**src/rtl/csev_pkg.sv**
```systemverilog
// shared constants, request codes and pipeline control record for the spline evaluator
// no dependencies; imported by every module of the block
`default_nettype none

package csev_pkg;

	localparam int DEF_POINT_WIDTH     = 32;
	localparam int DEF_PARAM_FRAC_BITS = 16;

	// horner steps, one cell each
	localparam int NUM_CELLS = 3;

	// request accepted to done strobe, in clock edges
	localparam int LATENCY = 2 * NUM_CELLS + 2;

	typedef enum logic [1:0] {
		REQ_VALUE = 2'd0,
		REQ_SLOPE = 2'd1,
		REQ_CURV  = 2'd2,
		REQ_NONE  = 2'd3
	} req_type_t;

	// travels with each request down the chain
	typedef struct packed {
		logic                 valid;
		logic                 blank;
		logic [NUM_CELLS-1:0] use_t;
	} ctl_t;

endpackage

`default_nettype wire

```
**src/rtl/csev_cell.sv**
```systemverilog
// one horner cell: acc * m + addend, with m either t or one, over two stages
// depends on csev_pkg
`default_nettype none

module csev_cell #(
	parameter int POINT_WIDTH     = csev_pkg::DEF_POINT_WIDTH,
	parameter int PARAM_FRAC_BITS = csev_pkg::DEF_PARAM_FRAC_BITS,
	localparam int ACC_W          = POINT_WIDTH + 3 * PARAM_FRAC_BITS + 8
) (
	input  logic                                        clk,
	input  logic                                        arst_n,
	input  csev_pkg::ctl_t                              ctl_i,
	input  logic [PARAM_FRAC_BITS:0]                    t_i,
	input  logic [ACC_W-1:0]                            acc_i,
	input  logic [csev_pkg::NUM_CELLS-1:0][ACC_W-1:0]   add_i,
	output csev_pkg::ctl_t                              ctl_o,
	output logic [PARAM_FRAC_BITS:0]                    t_o,
	output logic [ACC_W-1:0]                            acc_o,
	output logic [csev_pkg::NUM_CELLS-1:0][ACC_W-1:0]   add_o
);
	import csev_pkg::*;

	localparam int F     = PARAM_FRAC_BITS;
	localparam int HALF  = ACC_W / 2;
	localparam int HI_W  = ACC_W - HALF;
	localparam int LO_PW = HALF + F + 1;
	localparam int HI_PW = HI_W + F + 2;

	logic [F:0]                        mul_op;
	logic [LO_PW-1:0]                  lo_prod;
	logic signed [HI_PW-1:0]           hi_prod;

	logic [LO_PW-1:0]                  lo_s1;
	logic [HI_W-1:0]                   hi_s1;
	logic [NUM_CELLS-1:0][ACC_W-1:0]   add_s1;
	logic [F:0]                        t_s1;
	ctl_t                              ctl_s1;

	logic [ACC_W-1:0]                  sum;
	ctl_t                              ctl_s2;

	assign mul_op = ctl_i.use_t[0] ? t_i : {1'b1, {F{1'b0}}};

	// split product; the high part only matters modulo the accumulator width
	assign lo_prod = LO_PW'(acc_i[HALF-1:0]) * LO_PW'(mul_op);
	assign hi_prod = HI_PW'($signed(acc_i[ACC_W-1:HALF])) * HI_PW'($signed({1'b0, mul_op}));

	always_ff @(posedge clk or negedge arst_n) begin
		if (!arst_n) begin
			ctl_s1 <= '0;
			ctl_s2 <= '0;
		end else begin
			ctl_s1 <= ctl_i;
			ctl_s2 <= '{valid: ctl_s1.valid, blank: ctl_s1.blank,
				use_t: ctl_s1.use_t >> 1};
		end
	end

	assign sum = {hi_s1, {HALF{1'b0}}} + ACC_W'(lo_s1) + add_s1[0];

	always_ff @(posedge clk) begin
		lo_s1  <= lo_prod;
		hi_s1  <= hi_prod[HI_W-1:0];
		add_s1 <= add_i;
		t_s1   <= t_i;
		acc_o  <= sum;
		t_o    <= t_s1;
		for (int i = 0; i < NUM_CELLS - 1; i++) begin
			add_o[i] <= add_s1[i+1];
		end
		add_o[NUM_CELLS-1] <= '0;
	end

	assign ctl_o = ctl_s2;

endmodule

`default_nettype wire

```
**config.mk**
```make
export PLATFORM = sky130hd
export DESIGN_NAME = csev_cell
export DESIGN_NICKNAME = d
export VERILOG_FILES = /design/src/rtl/csev_pkg.sv /design/src/rtl/csev_cell.sv
export SDC_FILE = /design/constraint.sdc
export NUM_CORES = 2
export LEC_CHECK = 0
export ABC_CLOCK_PERIOD_IN_PS = 7500
export BUFFER_PORTS_ARGS = -buffer_cell sky130_fd_sc_hd__buf_2
export CAP_MARGIN = 15
export CORE_ASPECT_RATIO = 1.1
export CORE_MARGIN = 2
export CORE_UTILIZATION = 62
export CTS_BUF_LIST = sky130_fd_sc_hd__clkbuf_16
export DETAILED_ROUTE_END_ITERATION = 7
export MAX_ROUTING_LAYER = met4
export PLACE_DENSITY_LB_ADDON = 0.2
export SKIP_CTS_REPAIR_TIMING = 1
export SYNTH_ARGS = -nofsm -noshare
export SYNTH_HDL_FRONTEND = slang
export SYNTH_SLANG_ARGS = --single-unit
```
**constraint.sdc**
```tcl
create_clock -name clk -period 7.5 [get_ports clk]
set_input_delay 1.125 -clock clk [delete_from_list [all_inputs] [get_ports clk]]
set_output_delay 1.125 -clock clk [all_outputs]
set_load 0.1 [all_outputs]
```
Word level (Yosys, flattened, before mapping)
Index checks and enable logic that the tools add are counted.
{"block": "op_classes", "add_sub_neg": 2, "mul": 2, "mux": 1}
{"operator": "adder 88 x 61 -> 88 bit", "count": 1}
{"operator": "adder 88 bit", "count": 1}
{"operator": "multiplier 44 x 17 -> 61 bit", "count": 1}
{"operator": "multiplier 44 x 18 -> 44 bit", "count": 1}
{"operator": "two-way mux 17 bit", "count": 1}
{"block": "totals", "regBits": 676, "input_bits": 376, "output_inout_bits": 374, "word_cells": 21}

Logic depth before layout (Yosys ltp)
{"block": "logic_depth", "ltp_word": 2, "ltp_mapped": 29, "ltp_nobuf": 25}

Worst setup path before layout
No wires, ideal clock.
{"block": "synth_timing", "path_type": "input to register", "start": "input ctl_i[0] (netlist name)", "end": "register lo_s1[59]", "setup_time_ns": 0.125, "arrival_time_ns": 7.760, "t_required_ns": 7.375, "setup_slack_ns": -0.385, "path_stages": 28, "path_cell_list": "clkbuf_1 and2_1 clkbuf_1 clkbuf_1 buf_1 nand2_1 fa_1 inv_1 fa_1 inv_1 fa_1 inv_1 fa_1 fa_1 inv_1 fa_1 inv_1 ha_1 and4_1 and3_1 nand2_1 a31oi_1 o31a_1 o21ai_1 o311a_1 o31ai_1 a221oi_1 xnor2_1"}
{"block": "synth_via", "elab_chain_cells": 2}
{"element": "start, declared", "line": "csev_cell.sv:12", "source": "input csev_pkg::ctl_t ctl_i,"}
{"element": "two-way mux 17 bit", "line": "csev_cell.sv:42", "source": "assign mul_op = ctl_i.use_t[0] ? t_i : {1'b1, {F{1'b0}}};"}
{"element": "multiplier 44 x 17 -> 61 bit", "line": "csev_cell.sv:45", "source": "assign lo_prod = LO_PW'(acc_i[HALF-1:0]) * LO_PW'(mul_op);"}
{"element": "net lo_prod[59]", "line": "csev_cell.sv:30", "source": "logic [LO_PW-1:0] lo_prod;"}
{"element": "end signal, assigned", "line": "csev_cell.sv:62", "source": "lo_s1 <= lo_prod;"}
{"element": "end, declared", "line": "csev_cell.sv:33", "source": "logic [LO_PW-1:0] lo_s1;"}
The timed path passes the listed nets, and every way through them passes these cells.

Worst setup path in the final report
{"block": "layout_timing", "start": "input ctl_i[0] (netlist name)", "end": "register hi_s1[40]"}
{"block": "layout_via", "elab_chain_cells": 2}
{"element": "two-way mux 17 bit", "line": "csev_cell.sv:42"}
{"element": "multiplier 44 x 18 -> 44 bit", "line": "csev_cell.sv:46", "source": "assign hi_prod = HI_PW'($signed(acc_i[ACC_W-1:HALF])) * HI_PW'($signed({1'b0, mul_op}));"}
{"element": "net hi_prod[40]", "line": "csev_cell.sv:31", "source": "logic signed [HI_PW-1:0] hi_prod;"}
{"element": "end signal, assigned", "line": "csev_cell.sv:63", "source": "hi_s1 <= hi_prod[HI_W-1:0];"}
{"element": "end, declared", "line": "csev_cell.sv:34", "source": "logic [HI_W-1:0] hi_s1;"}
The timed path passes the listed nets, and every way through them passes these cells.

==> results.md <==
* Outcome: completed
* Full die area at 0.104 mm2
* Post-Syn Area at approximately 0.063 mm2
* I/O Pins at 750
* Routed vias at between 40000 and 50000
* Worst Path Buf+Inv at 10
* CP Class: input port to flip-flop
* Max_cap viols at 0
* Routed Antenna Nets at 0
* Residual DRC at 0
* Placed inst area at 0.0702 mm2
* Dpl ws at -0.335 ns
* Final worst path period need at 7.25 ns
* Slowest-stage cell, CP: fa_1
* Clk root buf: clkbuf_16
* Yosys warning total at 0
* Core Footprint at roughly 0.1 mm2
* Placed cells at 8807
* Rows at about 120
* RSZ-0062 raised after global routing: no
* CTS tree: yes
* Largest cells by area after synthesis: fa_1 37%, dfxtp_1 21%, inv_1 8.6%, ha_1 7.9%, nand2_1 6.8%
* Pre-Repair DR Iteration Count at 6
* Max FO, Critical Path at 26
* Sink Count at 675
* Drt total wl at 209 mm
* CTS Buffer Depth at 3
* Setup violations, final at 0
* Gr usage total at between 40% and 50%
* Post-synth EDFFs at 0
* Slew at the pin with the worst max-slew slack at 0.957 ns
* WP data required at 8.05 ns
* Hold_ws at a little under 0.3 ns
* Max Slew Vio Count at 0
* Starting DRT DRC Count at 4787
* Initial antenna violation count at 42
* Post-Syn Instances at approximately 6700
* Critical Path End Type: flip-flop
* Layout cell share with drive strength beyond 1 at 17.2%
* Die width at 307 um
* Mean post-synth cell area at 9.37 um2
* Gpl congestion at roughly 1
* Worst-Skew Late Latency at a little under 0.7 ns
* Die height at 338 um
* Total CTS buffers at 70
* Layout Area Growth over Synthesis at 16.1%
* Setup tns final at 0 ns
* Pwr per Cell Area at approximately 530 mW/mm2
* # port buffers at between 600 and 700
* Max stage delay on crit path at around 0.6 ns
* Fmax at 138 MHz
* Yosys reg bits at between 600 and 700
* Pleak at between 0.03 and 0.04 uW
* Seq/Total Area, Yosys at 21.6%
* Yosys top cell area share at 36.6%
* Gr ovfl total at 0
* Via/cell ratio at around 5.5
* Netlist cell types at 90
* Post-Layout Cell Count at between 8000 and 9000
* Slew HR at a little over a third
* Worst Clk Skew at slightly above 0.05 ns
* Share of flip-flops with an asynchronous set or reset at ~1.2%
* Crit path DAT at roughly 8 ns
* Initial Util at 62.5%
* Part of the cycle the worst path needs at between 90% and 100%
* Worst Slack Setup Final at around 0.25 ns
* Dpl hpwl at 174 mm
* Clk slew on worst S/H paths at approximately 0.060 ns
* Global-route wire length before repair at 311 mm
* Wirelength per Cell at about 23 um
* Startpoint Class: input port
* Synth Flop Type: dfxtp_1
* Hold WC Path Type: input port to async pin
* Worst vdd ir at roughly 440 uV
* Nets at ~9500
* Crit path max-delay family: adder cells
* Vias in the first global route at about 50000
* Area leader, netlist: fa_1
* Final Cell Area at around 0.073 mm2
* H-Tree Depth at 3
* Largest net degree at the start of global routing at 75
* Hold Vio Cnt, Final at 0
## metrics by stage
step	utilization [%]	power, uW
after floorplan	-	23300
after global placement	69.9	33600
after detailed placement	69.9	34000
after CTS	72.4	37900
after global routing	72.5	41200
final	72.5	38500
## path summary, 6_finish.rpt
| path | from | to | slack (ns) | cells past startpoint |
|---|---|---|---|---|
| max in group asynchronous | arst_n | ctl_s1[3] | 7.05 | 1 |
| max reg2reg | add_s1[0] | acc_o[57] | 3.17 | 13 |
| max | ctl_i[0] | hi_s1[40] | 0.25 | 27 |
| min | arst_n | ctl_s1[2] | 0.29 | 1 |
| min reg2reg | add_s1[147] | add_o[59] | 0.32 | 0 |
| min in group clk | add_s1[147] | add_o[59] | 0.32 | 0 |
## cell usage in the layout, fill, tap and decap left out, types with 84 or more instances in the layout
cell type and instances:
inv_1 1451, fa_1 1146, nand2_1 1130, dfxtp_1 667, buf_2 659, buf_4 459
ha_1 395, and3_1 315, a21oi_1 178, xnor2_1 139, a21o_1 91, conb_1 89
nor2_1 84
## flip-flops by register name, summed over array words and instances (netlist names)
| name | cells |
|---|---|
| hi_s1 | 44 |
| t_o | 17 |
| add_s1 | 264 |
| ctl_o | 4 |
| acc_o | 88 |
| ctl_s1 | 4 |
| lo_s1 | 61 |
| t_s1 | 17 |
| add_o | 176 |
## layer usage
layer  vias up  global-route usage [%]  routed length [um]
met3       456                    14.4               26300
li1      21800                       -                   -
met4         0                    17.2                9440
met2      2610                    62.6               93000
met5         -                       -                   0
met1     24700                    52.4               79900
## report_power, final
group | internal [uW] | total (uW) | leakage (uW) | switching (uW)
combinational | 12200 | 29800 | 0.0317 | 17600
clock | 2090 | 3730 | 0.00124 | 1640
sequential | 4560 | 4910 | 0.00572 | 350
total | 18900 | 38500 | 0.0387 | 19600
## cell families after synthesis
logic type | after synthesis | share of synthesized area (%)
DFF | 675 | 21.6
xor gates and xnor gates | 202 | 2.82
and+or+nand+nor | 1799 | 13.0
adders and majority gates | 1542 | 44.5
muxes | 1 | 0.0160
buffers and inverters | 1877 | 11.8
AOI/OAI and AO/OA | 599 | 6.25
other | 1 | 0.00598
## worst reg2reg max path, stage by stage, from the launching register on
cell and delay [ns]:
dfxtp_1 0.43, ha_1 0.20, ha_1 0.25, fa_1 0.26, a211oi_1 0.12, o211ai_1 0.32, a31oi_2 0.20, a31oi_1 0.32
o21ai_1 0.17, o41ai_2 0.91, a31oi_1 0.35, o21bai_1 0.37, a21oi_1 0.14, xnor2_1 0.21
## Yosys cell counts, types with 4 or more instances
cell type     n
dfrtp_1       8
a221oi_1      5
nor2_1       84
inv_1      1439
a41oi_1       7
a311oi_1      5
buf_4        90
o21ai_0      57
a31o_2        4
a211o_1       7
buf_1        56
nand3_1      42
o21ai_1      49
o211ai_1     20
o31a_1        4
nor3_1       25
ha_1        396
or3_1         5
nand2_1    1130
clkbuf_1    282
buf_2         5
a31oi_1      33
a21oi_1     178
o21bai_1     36
nor4_1       11
a21boi_1      6
and3_1      315
nand2b_1     18
nor2b_1      23
dfxtp_1     667
o21a_1       19
xor2_1       63
o2111ai_1     4
a21o_1       91
fa_1       1146
and2_1       86
xnor2_1     139
nand4_1      38
o31ai_1      11
a211oi_1     20
## cell type report
class	count	area, um2
Tap cell	1302	1630
Inverter	1441	5410
Fill cell	7697	27600
Timing Repair Buffer	1157	7520
Clock inverter	55	681
Antenna cell	47	118
Clock buffer	71	1780
Sequential cell	675	13600
Multi-Input combinational cell	4232	42100
(Power assumes the default switching activity.)
