<file path="src/rtl/csev_pkg.sv">
// shared constants, request codes and pipeline control record for the spline evaluator
// no dependencies; imported by every module of the block
`default_nettype none

package csev_pkg;

	localparam int DEF_POINT_WIDTH     = 32;
	localparam int DEF_PARAM_FRAC_BITS = 16;

	// horner steps, one cell each
	localparam int NUM_CELLS = 3;

	// request accepted to done strobe, in clock edges
	localparam int LATENCY = 2 * NUM_CELLS + 2;

	typedef enum logic [1:0] {
		REQ_VALUE = 2'd0,
		REQ_SLOPE = 2'd1,
		REQ_CURV  = 2'd2,
		REQ_NONE  = 2'd3
	} req_type_t;

	// travels with each request down the chain
	typedef struct packed {
		logic                 valid;
		logic                 blank;
		logic [NUM_CELLS-1:0] use_t;
	} ctl_t;

endpackage

`default_nettype wire

</file>
<file path="src/rtl/csev_round.sv">
// output stage: round to nearest (ties up), saturate to the point range, zero for the unused mode, register the result
// depends on csev_pkg
`default_nettype none

module csev_round #(
	parameter int POINT_WIDTH     = csev_pkg::DEF_POINT_WIDTH,
	parameter int PARAM_FRAC_BITS = csev_pkg::DEF_PARAM_FRAC_BITS,
	localparam int ACC_W          = POINT_WIDTH + 3 * PARAM_FRAC_BITS + 8
) (
	input  logic                          clk,
	input  logic                          arst_n,
	input  csev_pkg::ctl_t                ctl_i,
	input  logic [ACC_W-1:0]              acc_i,
	output logic                          done,
	output logic signed [POINT_WIDTH-1:0] curve_result,
	output logic                          clipped
);
	import csev_pkg::*;

	localparam int W   = POINT_WIDTH;
	localparam int SH  = 3 * PARAM_FRAC_BITS + 1;
	localparam int QW  = ACC_W - SH;

	logic [ACC_W-1:0]  rsum;
	logic [QW-1:0]     quot;
	logic [QW-W:0]     top_bits;
	logic              fits;
	logic [W-1:0]      res_d;
	logic              clip_d;

	assign rsum     = acc_i + (ACC_W'(1) << (SH - 1));
	assign quot     = rsum[ACC_W-1:SH];
	assign top_bits = quot[QW-1:W-1];
	assign fits     = (&top_bits) | ~(|top_bits);

	always_comb begin
		if (ctl_i.blank) begin
			res_d  = '0;
			clip_d = 1'b0;
		end else if (fits) begin
			res_d  = quot[W-1:0];
			clip_d = 1'b0;
		end else begin
			res_d  = quot[QW-1] ? {1'b1, {(W-1){1'b0}}} : {1'b0, {(W-1){1'b1}}};
			clip_d = 1'b1;
		end
	end

	always_ff @(posedge clk or negedge arst_n) begin
		if (!arst_n) begin
			done <= 1'b0;
		end else begin
			done <= ctl_i.valid;
		end
	end

	always_ff @(posedge clk) begin
		curve_result <= res_d;
		clipped      <= clip_d;
	end

endmodule

`default_nettype wire

</file>
<file path="config.mk">
export PLATFORM = sky130hd
export DESIGN_NAME = csev_round
export DESIGN_NICKNAME = d
export VERILOG_FILES = /design/src/rtl/csev_pkg.sv /design/src/rtl/csev_round.sv
export SDC_FILE = /design/constraint.sdc
export NUM_CORES = 1
export LEC_CHECK = 0
export BUFFER_PORTS_ARGS = -buffer_cell sky130_fd_sc_hd__buf_2
export CORE_MARGIN = 5
export CORE_UTILIZATION = 48
export CTS_CLUSTER_SIZE = 24
export DETAILED_ROUTE_END_ITERATION = 12
export PLACE_DENSITY_LB_ADDON = 0.08
export SYNTH_ARGS = -nofsm -noshare
export SYNTH_HDL_FRONTEND = slang
export SYNTH_SLANG_ARGS = --single-unit
</file>
<file path="constraint.sdc">
create_clock -name clk -period 1.2 [get_ports clk]
set_clock_uncertainty 0.15 [all_clocks]
set_input_delay 0.12 -clock clk [delete_from_list [all_inputs] [get_ports clk]]
set_output_delay 0.12 -clock clk [all_outputs]
set_load 0.02 [all_outputs]
</file>
# ---- Word-level counts from Yosys, hierarchy flattened
# Index checks and enable logic that the tools add are counted.
dict set report word_totals {
  in_bits 95
  elab_cells 11
  output_inout_bits 34
  regBits 34
}
dict set report classes {
  n_mux 3
  reduce_logical 2
  bitwise_logic 2
  add_sub_neg 1
}
# cell count
set ops {}
lappend ops {{$add A88 B49 Y88 const B} 1}
lappend ops {{$mux W32} 2}
lappend ops {{$reduce_and A8 Y1} 1}
lappend ops {{$reduce_or A8 Y1} 1}
lappend ops {{$mux W1} 1}
lappend ops {{$not A1 Y1} 1}
lappend ops {{$or A1 B1 Y1} 1}

# ---- Logic depth before layout (Yosys ltp)
# Gate-level depths: netlist of run 1.
dict set report logic_depth {
  depth_word 5
  ltp_mapped 9
}

# ---- Worst setup path after synthesis of run 1
# OpenSTA, ideal clock, no wires.
dict set report synth_path {
  kind {in2reg}
  start {input port acc_i[48]}
  end {register curve_result[6]}
  setup_ps 92
  arrival_ps 2299
  stages 9
  setup_slack_ps -1342
  path_cell_list {ha_1 -> nand3_2 -> or3_1 -> clkbuf_1 -> nor4_2 -> mux2i_1 -> nor2_4 -> buf_4 -> o32ai_1}
}
dict set report synth_via {
  elab_chain_cells 5
  elab_cells_between_ends 7
  cone_classes {1 x add/sub; 2 x mux; 2 x bitwise; 2 x reduce/logical}
}
# item line_no
set synth_rtl {}
lappend synth_rtl {{start: declaration} csev_round.sv:13} ;# input logic [ACC_W-1:0] acc_i,
lappend synth_rtl {{$add A88 B49 Y88 (*)} csev_round.sv:31} ;# assign rsum = acc_i + (ACC_W'(1) << (SH - 1));
lappend synth_rtl {{$reduce_or A8 Y1} csev_round.sv:34} ;# assign fits = (&top_bits) | ~(|top_bits);
lappend synth_rtl {{$not A1 Y1} csev_round.sv:34}
lappend synth_rtl {{$or A1 B1 Y1} csev_round.sv:34}
lappend synth_rtl {{$mux W32 (*)} csev_round.sv:40} ;# end else if (fits) begin
lappend synth_rtl {{end signal: assignment} csev_round.sv:58} ;# curve_result <= res_d;
lappend synth_rtl {{end: declaration} csev_round.sv:15} ;# output logic signed [POINT_WIDTH-1:0] curve_result,
# Mark *: on every way between the ends. The rest lies on a longest branch, timed or not.
# A chain may end at the register's enable or synchronous reset.

# ---- Worst setup path after layout of run 1
dict set report layout_path {
  start {input port acc_i[65]}
  end {register curve_result[6]}
}
# The elaborated chain is that of the path after synthesis.

==> impl_metrics.json, run 1 <==
{
  "status": "complete, but fails checks",
  "violations": "setup timing",
  "grt-busiest-layer": "met2",
  "syn_inst": 250,
  "crit_chain": "buf_8 > nand4_4 > or4_4 > buf_6 > nor3_4 > mux2i_2 > o41ai_4 > buf_4 > buf_12 > o32ai_1",
  "wl_mm": 7.60,
  "start_util": 0.489,
  "synth-edff-count": 0,
  "p_sw_uw": 991,
  "h-tree-depth": 2,
  "cts_inserted_buffers": 5,
  "synthTopCellsByArea": "dfxtp_1, xnor2_1, nand2b_1",
  "powerDensity_nw_per_um2": 916,
  "max_freq_ghz": 0.457,
  "power.internal_uw": 2540,
  "critPathMaxFanout": 8,
  "fin_crit_sh": 1.83,
  "layout-drive-gt1-share": 0.548,
  "dpl.hpwl_mm": 4.93,
  "synth.distinct_cells": 46,
  "cts_buffer_depth": 2,
  "drc_errors": 0,
  "hold_viol": 0,
  "p_leak_uw": 0.00168,
  "required_ps": 1210,
  "vias_per_cell": 5.62,
  "root_buffer": "clkbuf_8",
  "slowest_stage": "or4_4",
  "report.final.slew_viol_count": 0,
  "tns_ps": -31310,
  "ys_seq_area_frac": 0.301,
  "grt_pass1_wl_mm": 12.5,
  "comb_power_share": 0.288,
  "cp-start-kind": "input pin",
  "dp_worst_setup_slack_ps": -1460,
  "drtPass1Iterations": 4,
  "use_met3": 0.0408,
  "crit_family": "simple AND/OR/NAND/NOR gates",
  "fin_nets": 502,
  "clk_pin_slew_worst_paths_ps": 70,
  "die_h_um": 78.9,
  "tightest_slew_ps": 466,
  "power_frac_seq": 0.350,
  "yosysWarnings": 0,
  "overflow": 0,
  "grt_antenna_before_repair": 0,
  "met2_usage": 0.439,
  "grt_usage": 0.254,
  "routed-via-count": 2591,
  "synth_seq_cells": 34,
  "syn_area_um2": 2280,
  "num-fill-cells": 308,
  "worstSetupPathType": "input pin to flop",
  "diodes": 0,
  "finalPower_uw": 3530,
  "synthArstFlopShare": 0.0294,
  "dp.cells": 437,
  "synth_area_per_cell_um2": 9.11,
  "cp.arrival_ps": 2200,
  "final_cells": 461,
  "yosysTopAreaCellShare": 0.290,
  "port_buffers": 77,
  "swShare": 0.281,
  "stdcell_area_um2": 3850,
  "max_slew_margin": 0.688,
  "antenna_left": 0,
  "grt_max_degree": 51,
  "io_pins": 129,
  "path_buf_inv": 4,
  "hp-class": "input pin to flop",
  "place_congestion": 0.850,
  "layout-area-overhead-vs-synth_pct": 69.0,
  "synth.largest_area_cell": "dfxtp_1",
  "cpPeakStageDelay_ps": 570,
  "cts.sinks": 34,
  "ys.flop_type": "dfxtp_1",
  "placed_cell_area_um2": 3270,
  "design.die.area_um2": 6220,
  "ir_drop_v": 0.000714,
  "wl_per_cell_um": 16.5,
  "core-area_um2": 4660,
  "syn_nets": 346,
  "layout_setup_ws_ps": -990,
  "cts_tree": "built",
  "cp-end-kind": "flop",
  "row_count": 25,
  "met1_usage": 0.314,
  "max_cap_viol_count": 0,
  "grt_setup_unrepaired": "yes",
  "p_clk_frac": 0.362,
  "layout_min_cycle_time_ps": 2190,
  "die_w_um": 78.9,
  "setup_violations": 33,
  "grt_pass1_vias": 2608,
  "drt_iter0_drc": 177
}
[power groups by stage]
| stage | clock [uW] | combinational [uW] | sequential [uW] |
|---|---|---|---|
| after global routing | 1340 | 1090 | 1240 |
| final | 1280 | 1020 | 1230 |
| after CTS | 1280 | 995 | 1230 |
| after floorplan | 0 | 336 | 1370 |
| after global placement | 0 | 838 | 1260 |
| after detailed placement | 0 | 851 | 1260 |
[kinds of logic (layout without fill, tap and decap cells)]
family	Yosys count	after routing	synth area share
buffers and inverters	22	177	0.0599
AO/OA/AOI/OAI	47	47	0.195
AND/OR/NAND/NOR	109	111	0.291
adder cells (fa/ha/maj)	1	1	0.00549
multiplexers	4	4	0.0176
flip-flops	34	34	0.301
XOR/XNOR	33	33	0.130
[synthesized netlist by cell type (all sizes together), types with 2 or more instances]
library cell and instances:
and4 3, xnor2 20, o22ai 4, o21ai 8
nand2b 24, dlygate4sd1 2, inv 4, nand3 19
xor2 13, dfxtp 33, a21oi 4, mux2i 4
nand2 11, or3 6, nor3 11, nor2 13
nand3b 2, and3 3, nand4 9, nor4 5
buf 11, a21o 2, clkbuf 5, o32ai 26
[flip-flops by register name, summed over array words and instances, names as in the netlist]
name	count
curve_result	32
clipped	1
done	1
[final cells by class]
cell class	instances	area, um2	share of cell area
inverter	4	15.0	0.00390
clock inverter	3	68.8	0.0179
timing repair buffer	165	1240	0.322
sequential	34	686	0.178
tap	54	67.6	0.0176
multi-input combinational	196	1710	0.443
clock buffer	5	68.8	0.0179
[through the flow]
stage,util,hold slack (ps)
floorplan,-,-326
CTS,0.821,33.3
global placement,0.703,-255
detailed placement,0.703,-254
global route,0.826,59.7
finish,0.826,51.6
[placed cells by master (no fill, tap or decap), types with 11 or more instances in the layout]
cell	count
nand2_1	11
xnor2_1	19
dfxtp_1	33
buf_4	76
buf_6	11
o32ai_1	11
o32ai_2	14
nand2b_1	24
buf_2	66
xor2_1	11
nand3_1	16
nor2_1	11
[metal layers]
metal	vias up	wire [um]
met2	95	3750
li1	1240	-
met4	0	199
met1	1234	3160
met3	22	488
met5	-	0
[repair_timing]
| item | in CTS | in global routing |
|---|---|---|
| hold endpoints to repair | 2 | 0 |
| buffers inserted | 8 | 2 |
| gates cloned | 5 | 0 |
| gates resized for setup | 39 | 7 |
| hold buffers | 3 | 0 |
| endpoints found under the setup margin | 33 | 33 |
| pin swaps | 24 | 1 |
[path summary, 6_finish.rpt]
check / start / cells after the start / slack, ps / to
setup / recovery: acc_i[65] / 10 / -990 / curve_result[6]
hold / removal: acc_i[72] / 4 / 50 / curve_result[23]
max in group asynchronous: arst_n / 3 / 290 / done
min in group asynchronous: arst_n / 3 / 510 / done
No activity file was read; power rests on OpenSTA's default activity.
==> inputs of run 2 (changes only) <==
Settings changed: ABC_AREA set to 1, CORE_UTILIZATION 48 to 49.
==> impl_metrics.json, run 2 <==
{
  "status": "complete, but fails checks",
  "violations": "setup timing",
  "routed-via-count": 3288,
  "overflow": 0,
  "tns_ps": -25300,
  "endpoint": "curve_result[1]",
  "cts_inserted_buffers": 5,
  "path_buf_inv": 2,
  "crit_top_cell": "nand2_1",
  "max_cap_viol_count": 0,
  "cts.sinks": 34,
  "cp-end-kind": "flop",
  "ys.flop_type": "dfxtp_1",
  "hp-class": "input pin to flop",
  "crit_family": "simple AND/OR/NAND/NOR gates",
  "grt_max_degree": 23,
  "worstSetupPathType": "input pin to flop",
  "dpl.hpwl_mm": 5.66,
  "hold_viol": 0,
  "synthTopCellsByArea": "dfxtp_1, nand2_1, a21oi_2",
  "synth_area_per_cell_um2": 6.63,
  "synthArstFlopShare": 0.0294,
  "vias_per_cell": 5.44,
  "syn_inst": 358,
  "ys_seq_area_frac": 0.289,
  "tightest_slew_ps": 444,
  "drtPass1Iterations": 6,
  "grt_setup_unrepaired": "yes",
  "syn_area_um2": 2370,
  "cpPeakStageDelay_ps": 250,
  "powerDensity_nw_per_um2": 792,
  "synth.most_common_cell": "nand2_1",
  "die_w_um": 79.6,
  "report.final.slew_viol_count": 0,
  "synth.largest_area_cell": "dfxtp_1",
  "critPathMaxFanout": 8,
  "fin_nets": 632,
  "place_congestion": 0.902,
  "setup_violations": 33,
  "h-tree-depth": 2,
  "fin_crit_sh": 1.68,
  "cp.depth": 14,
  "required_ps": 1290,
  "core-area_um2": 4720,
  "yosysTopAreaCellShare": 0.278,
  "cp-start-kind": "input pin",
  "cts_tree": "built",
  "grt_pass1_wl_mm": 12.6,
  "synth-edff-count": 0,
  "syn_nets": 454,
  "port_buffers": 77,
  "grt_pass1_vias": 2761,
  "synth_seq_cells": 34,
  "crit_start": "acc_i[72]",
  "start_util": 0.503,
  "final_cells": 604,
  "grt_antenna_before_repair": 0,
  "io_pins": 129,
  "cp.arrival_ps": 2110,
  "drc_errors": 0,
  "max_slew_margin": 0.704,
  "crit_chain": "buf_2 > nand2_1 > nor2_1 > nand2_1 > nor2_1 > nand3_1 > nand2_1 > nand2_1 > nand2_1 > nor2_2 > nand2_2 > nand3_4 > buf_6 > a21oi_2",
  "layout_setup_ws_ps": -822,
  "ir_drop_v": 0.000585,
  "drt_iter0_drc": 318,
  "finalPower_uw": 3420,
  "layout-drive-gt1-share": 0.570,
  "slowest_stage": "nor2_1",
  "layout_min_cycle_time_ps": 2020,
  "diodes": 0,
  "final_cell_mix": "buf_4, nand2_1, buf_2, dfxtp_1",
  "wl_per_cell_um": 17.7,
  "clk_pin_slew_worst_paths_ps": 80,
  "grt_usage": 0.255,
  "p_leak_uw": 0.00207,
  "final_common_cell": "buf_4",
  "wl_mm": 10.7,
  "top_regs": "curve_result: 32 flops, clipped: 1 flops, done: 1 flops",
  "synth.distinct_cells": 26,
  "yosysWarnings": 0,
  "antenna_left": 0,
  "largest_reg_flops": 32,
  "cts_buffer_depth": 2,
  "dp.cells": 570,
  "synthTopCellsByCount": "nand2_1, nor2_1, dfxtp_1",
  "layout-area-overhead-vs-synth_pct": 82.1,
  "die_h_um": 79.6,
  "row_count": 25,
  "design.die.area_um2": 6340,
  "max_freq_ghz": 0.495,
  "top_register": "curve_result",
  "root_buffer": "clkbuf_8"
}
-- run 2: cell families (layout without fill, tap and decap cells) --
| logic type | Yosys count | after routing | share of synthesized area |
|---|---|---|---|
| AND/OR/NAND/NOR | 228 | 228 | 0.419 |
| flip-flops | 34 | 34 | 0.289 |
| buffers and inverters | 34 | 213 | 0.0685 |
| AO/OA/AOI/OAI | 31 | 31 | 0.108 |
| XOR/XNOR | 30 | 30 | 0.111 |
| adder cells (fa/ha/maj) | 1 | 1 | 0.00527 |
-- run 2: worst min-delay path, cell delays in order --
cell and delay [ps]:
buf_4 110, xnor2_1 80, nand2_1 80, a21oi_2 50
-- run 2: worst min path at each step --
stage | start | end | slack, ps | depth (start not counted)
floorplan | arst_n | done | -330 | 0
global placement | arst_n | done | -260 | 1
detailed placement | arst_n | done | -260 | 1
CTS | acc_i[57] | curve_result[8] | 20 | 4
global route | acc_i[57] | curve_result[8] | 40 | 4
finish | acc_i[57] | curve_result[8] | 30 | 4
-- run 2: stage by stage --
| step | utilization | hold slack, ps | instance area (um2) | setup slack, ps |
|---|---|---|---|---|
| after floorplan | - | -326 | 2460 | -558 |
| after global placement | 0.735 | -256 | 3470 | -813 |
| after detailed placement | 0.735 | -255 | 3470 | -896 |
| after CTS | 0.832 | 22.7 | 3930 | -504 |
| after global routing | 0.915 | 41.5 | 4320 | -937 |
| final | 0.915 | 33.1 | 4320 | -822 |
-- run 2: layout make-up --
type | instances | area [um2]
sequential | 34 | 686
timing repair buffer | 182 | 1380
clock inverter | 3 | 68.8
multi-input combinational | 290 | 1940
clock buffer | 5 | 68.8
tap | 67 | 83.8
inverter | 23 | 86.3
fill | 204 | 402
-- run 2: power by group --
group          internal (uW)  switching [uW]
clock                    833             483
combinational            393             509
sequential              1190            13.2
-- run 2: per-layer routing --
layer | wire (um) | vias up | global-route usage | share of wire
li1 | - | 1476 | - | -
met3 | 970 | 72 | 0.0519 | 0.091
met1 | 3920 | 1492 | 0.302 | 0.37
met4 | 606 | 0 | 0.103 | 0.057
met2 | 5180 | 248 | 0.444 | 0.49
met5 | 0 | - | 0 | 0
-- run 2: what timing repair did --
item / CTS / global route
setup buffers: 11 / 7
hold buffers: 3 / 0
pin swaps: 3 / 46
setup endpoints to repair: 33 / 33
hold endpoints to repair: 2 / 0
gates resized for setup: 46 / 82
cloned: 3 / 4
==> inputs of run 3 (changes only) <==
Settings changed: CORE_MARGIN 5 to 2, CORE_UTILIZATION 49 to 39, HOLD_SLACK_MARGIN set to 0.05.
==> impl_metrics.json, run 3 (synthesized netlist as in run 2, its figures left out) <==
{
  "layout-drive-gt1-share": 0.546,
  "drt_iter0_drc": 83,
  "clk_pin_slew_worst_paths_ps": 70,
  "top_register": "curve_result",
  "core-area_um2": 5890,
  "max_cap_viol_count": 0,
  "max_slew_margin": 0.805,
  "wl_mm": 7.50,
  "fin_nets": 637,
  "powerDensity_nw_per_um2": 696,
  "status": "complete, but fails checks",
  "required_ps": 1270,
  "finalPower_uw": 2890,
  "final_common_cell": "buf_4",
  "grt_setup_unrepaired": "yes",
  "report.final.slew_viol_count": 0,
  "h-tree-depth": 2,
  "fin_crit_sh": 1.50,
  "grt_max_degree": 34,
  "wl_per_cell_um": 12.2,
  "worstSetupPathType": "input pin to flop",
  "hp-class": "input pin to flop",
  "die_w_um": 82.0,
  "final_cell_mix": "buf_4, nand2_1, buf_2, nor2_1, dfxtp_1",
  "violations": "setup timing",
  "overflow": 0,
  "io_pins": 129,
  "placed_cell_area_um2": 3530,
  "slowest_stage": "clkbuf_16",
  "cp-end-kind": "flop",
  "p_leak_uw": 0.00201,
  "cts_inserted_buffers": 5,
  "grt_pass1_wl_mm": 10.9,
  "diodes": 0,
  "stdcell_area_um2": 4150,
  "path_buf_inv": 4,
  "max_freq_ghz": 0.556,
  "crit_top_cell": "nand2_1",
  "layout-area-overhead-vs-synth_pct": 74.7,
  "tightest_slew_ps": 290,
  "die_h_um": 82.0,
  "drtPass1Iterations": 4,
  "hold_viol": 0,
  "dpl.hpwl_mm": 5.65,
  "grt_usage": 0.213,
  "cpPeakStageDelay_ps": 160,
  "grt_antenna_before_repair": 0,
  "port_buffers": 77,
  "largest_reg_flops": 32,
  "cts_tree": "built",
  "routed-via-count": 2825,
  "crit_chain": "buf_2 > nand2_1 > buf_4 > nor2_1 > nand2_1 > nor2_4 > nand2_1 > nand2_1 > nand2_2 > inv_1 > nand2_1 > nor2_1 > nand2_2 > nand2_8 > clkbuf_16 > nand2_4 > a21oi_2",
  "cts.sinks": 34,
  "start_util": 0.403,
  "antenna_left": 0,
  "cts_buffer_depth": 2,
  "critPathMaxFanout": 6,
  "num-fill-cells": 517,
  "ir_drop_v": 0.000727,
  "design.die.area_um2": 6730,
  "row_count": 28,
  "grt_pass1_vias": 2494,
  "layout_setup_ws_ps": -597,
  "setup_violations": 32,
  "layout_min_cycle_time_ps": 1800,
  "cp.arrival_ps": 1870,
  "root_buffer": "clkbuf_8",
  "cp-start-kind": "input pin",
  "crit_family": "simple AND/OR/NAND/NOR gates",
  "vias_per_cell": 4.58,
  "place_congestion": 0.850,
  "top_regs": "curve_result: 32 flops, clipped: 1 flops, done: 1 flops",
  "drc_errors": 0
}
==> run 3: area by class of cell <==
cell class                      instances  area [um2]  share of cell area
Multi-Input combinational cell        290        1820               0.439
Timing Repair Buffer                  187        1370               0.329
Sequential cell                        34         686               0.165
Tap cell                               75        93.8              0.0226
Inverter                               23        86.3              0.0208
Clock buffer                            6        82.6              0.0199
Clock inverter                          2        12.5             0.00302
==> run 3: where the power goes <==
group	internal, uW	switching [uW]
Sequential	1190	12.0
Combinational	368	434
Clock	461	422
==> run 3: per-layer routing <==
metal | share of wire | track usage | vias up | wire length [um]
met2 | 0.51 | 0.389 | 64 | 3820
met4 | 0.013 | 0.0700 | 0 | 95
met1 | 0.43 | 0.253 | 1268 | 3190
li1 | - | - | 1486 | -
met3 | 0.052 | 0.0319 | 7 | 392
met5 | 0 | 0 | - | 0
==> run 3: worst min-delay path, delay by kind of cell <==
| kind | cells | cell delay (ps) |
|---|---|---|
| fa+ha+maj | 1 | 120 |
| compound gates | 1 | 90 |
| buf+inv | 1 | 80 |
| simple gates | 1 | 40 |
==> run 3: final timing paths <==
| kind | startpoint | to | depth (start not counted) |
|---|---|---|---|
| hold / removal | acc_i[49] | curve_result[0] | 4 |
| setup / recovery | acc_i[60] | curve_result[30] | 17 |
| min in group asynchronous | arst_n | done | 3 |
| max in group asynchronous | arst_n | done | 3 |
==> run 3: what timing repair did <==
item                                   4_1_cts  5_1_grt
endpoints found under the hold margin        6        0
hold buffers                                 7        0
setup endpoints to repair                   33       33
pin swaps                                   14       43
buffers inserted                             9        5
gates resized for setup                     27       54
gates cloned                                 0        3
==> run 3: per-stage QoR <==
step                TNS, ps  setup slack [ps]   util  hold slack (ps)  std cells
finish               -17660              -597  0.705             48.6        617
global route         -21600              -706  0.705             84.5        617
CTS                  -14620              -487  0.656             51.8        609
detailed placement   -30440              -968  0.600             -255        585
global placement     -29690              -964  0.600             -256        585
floorplan            -17560              -558      -             -326        358
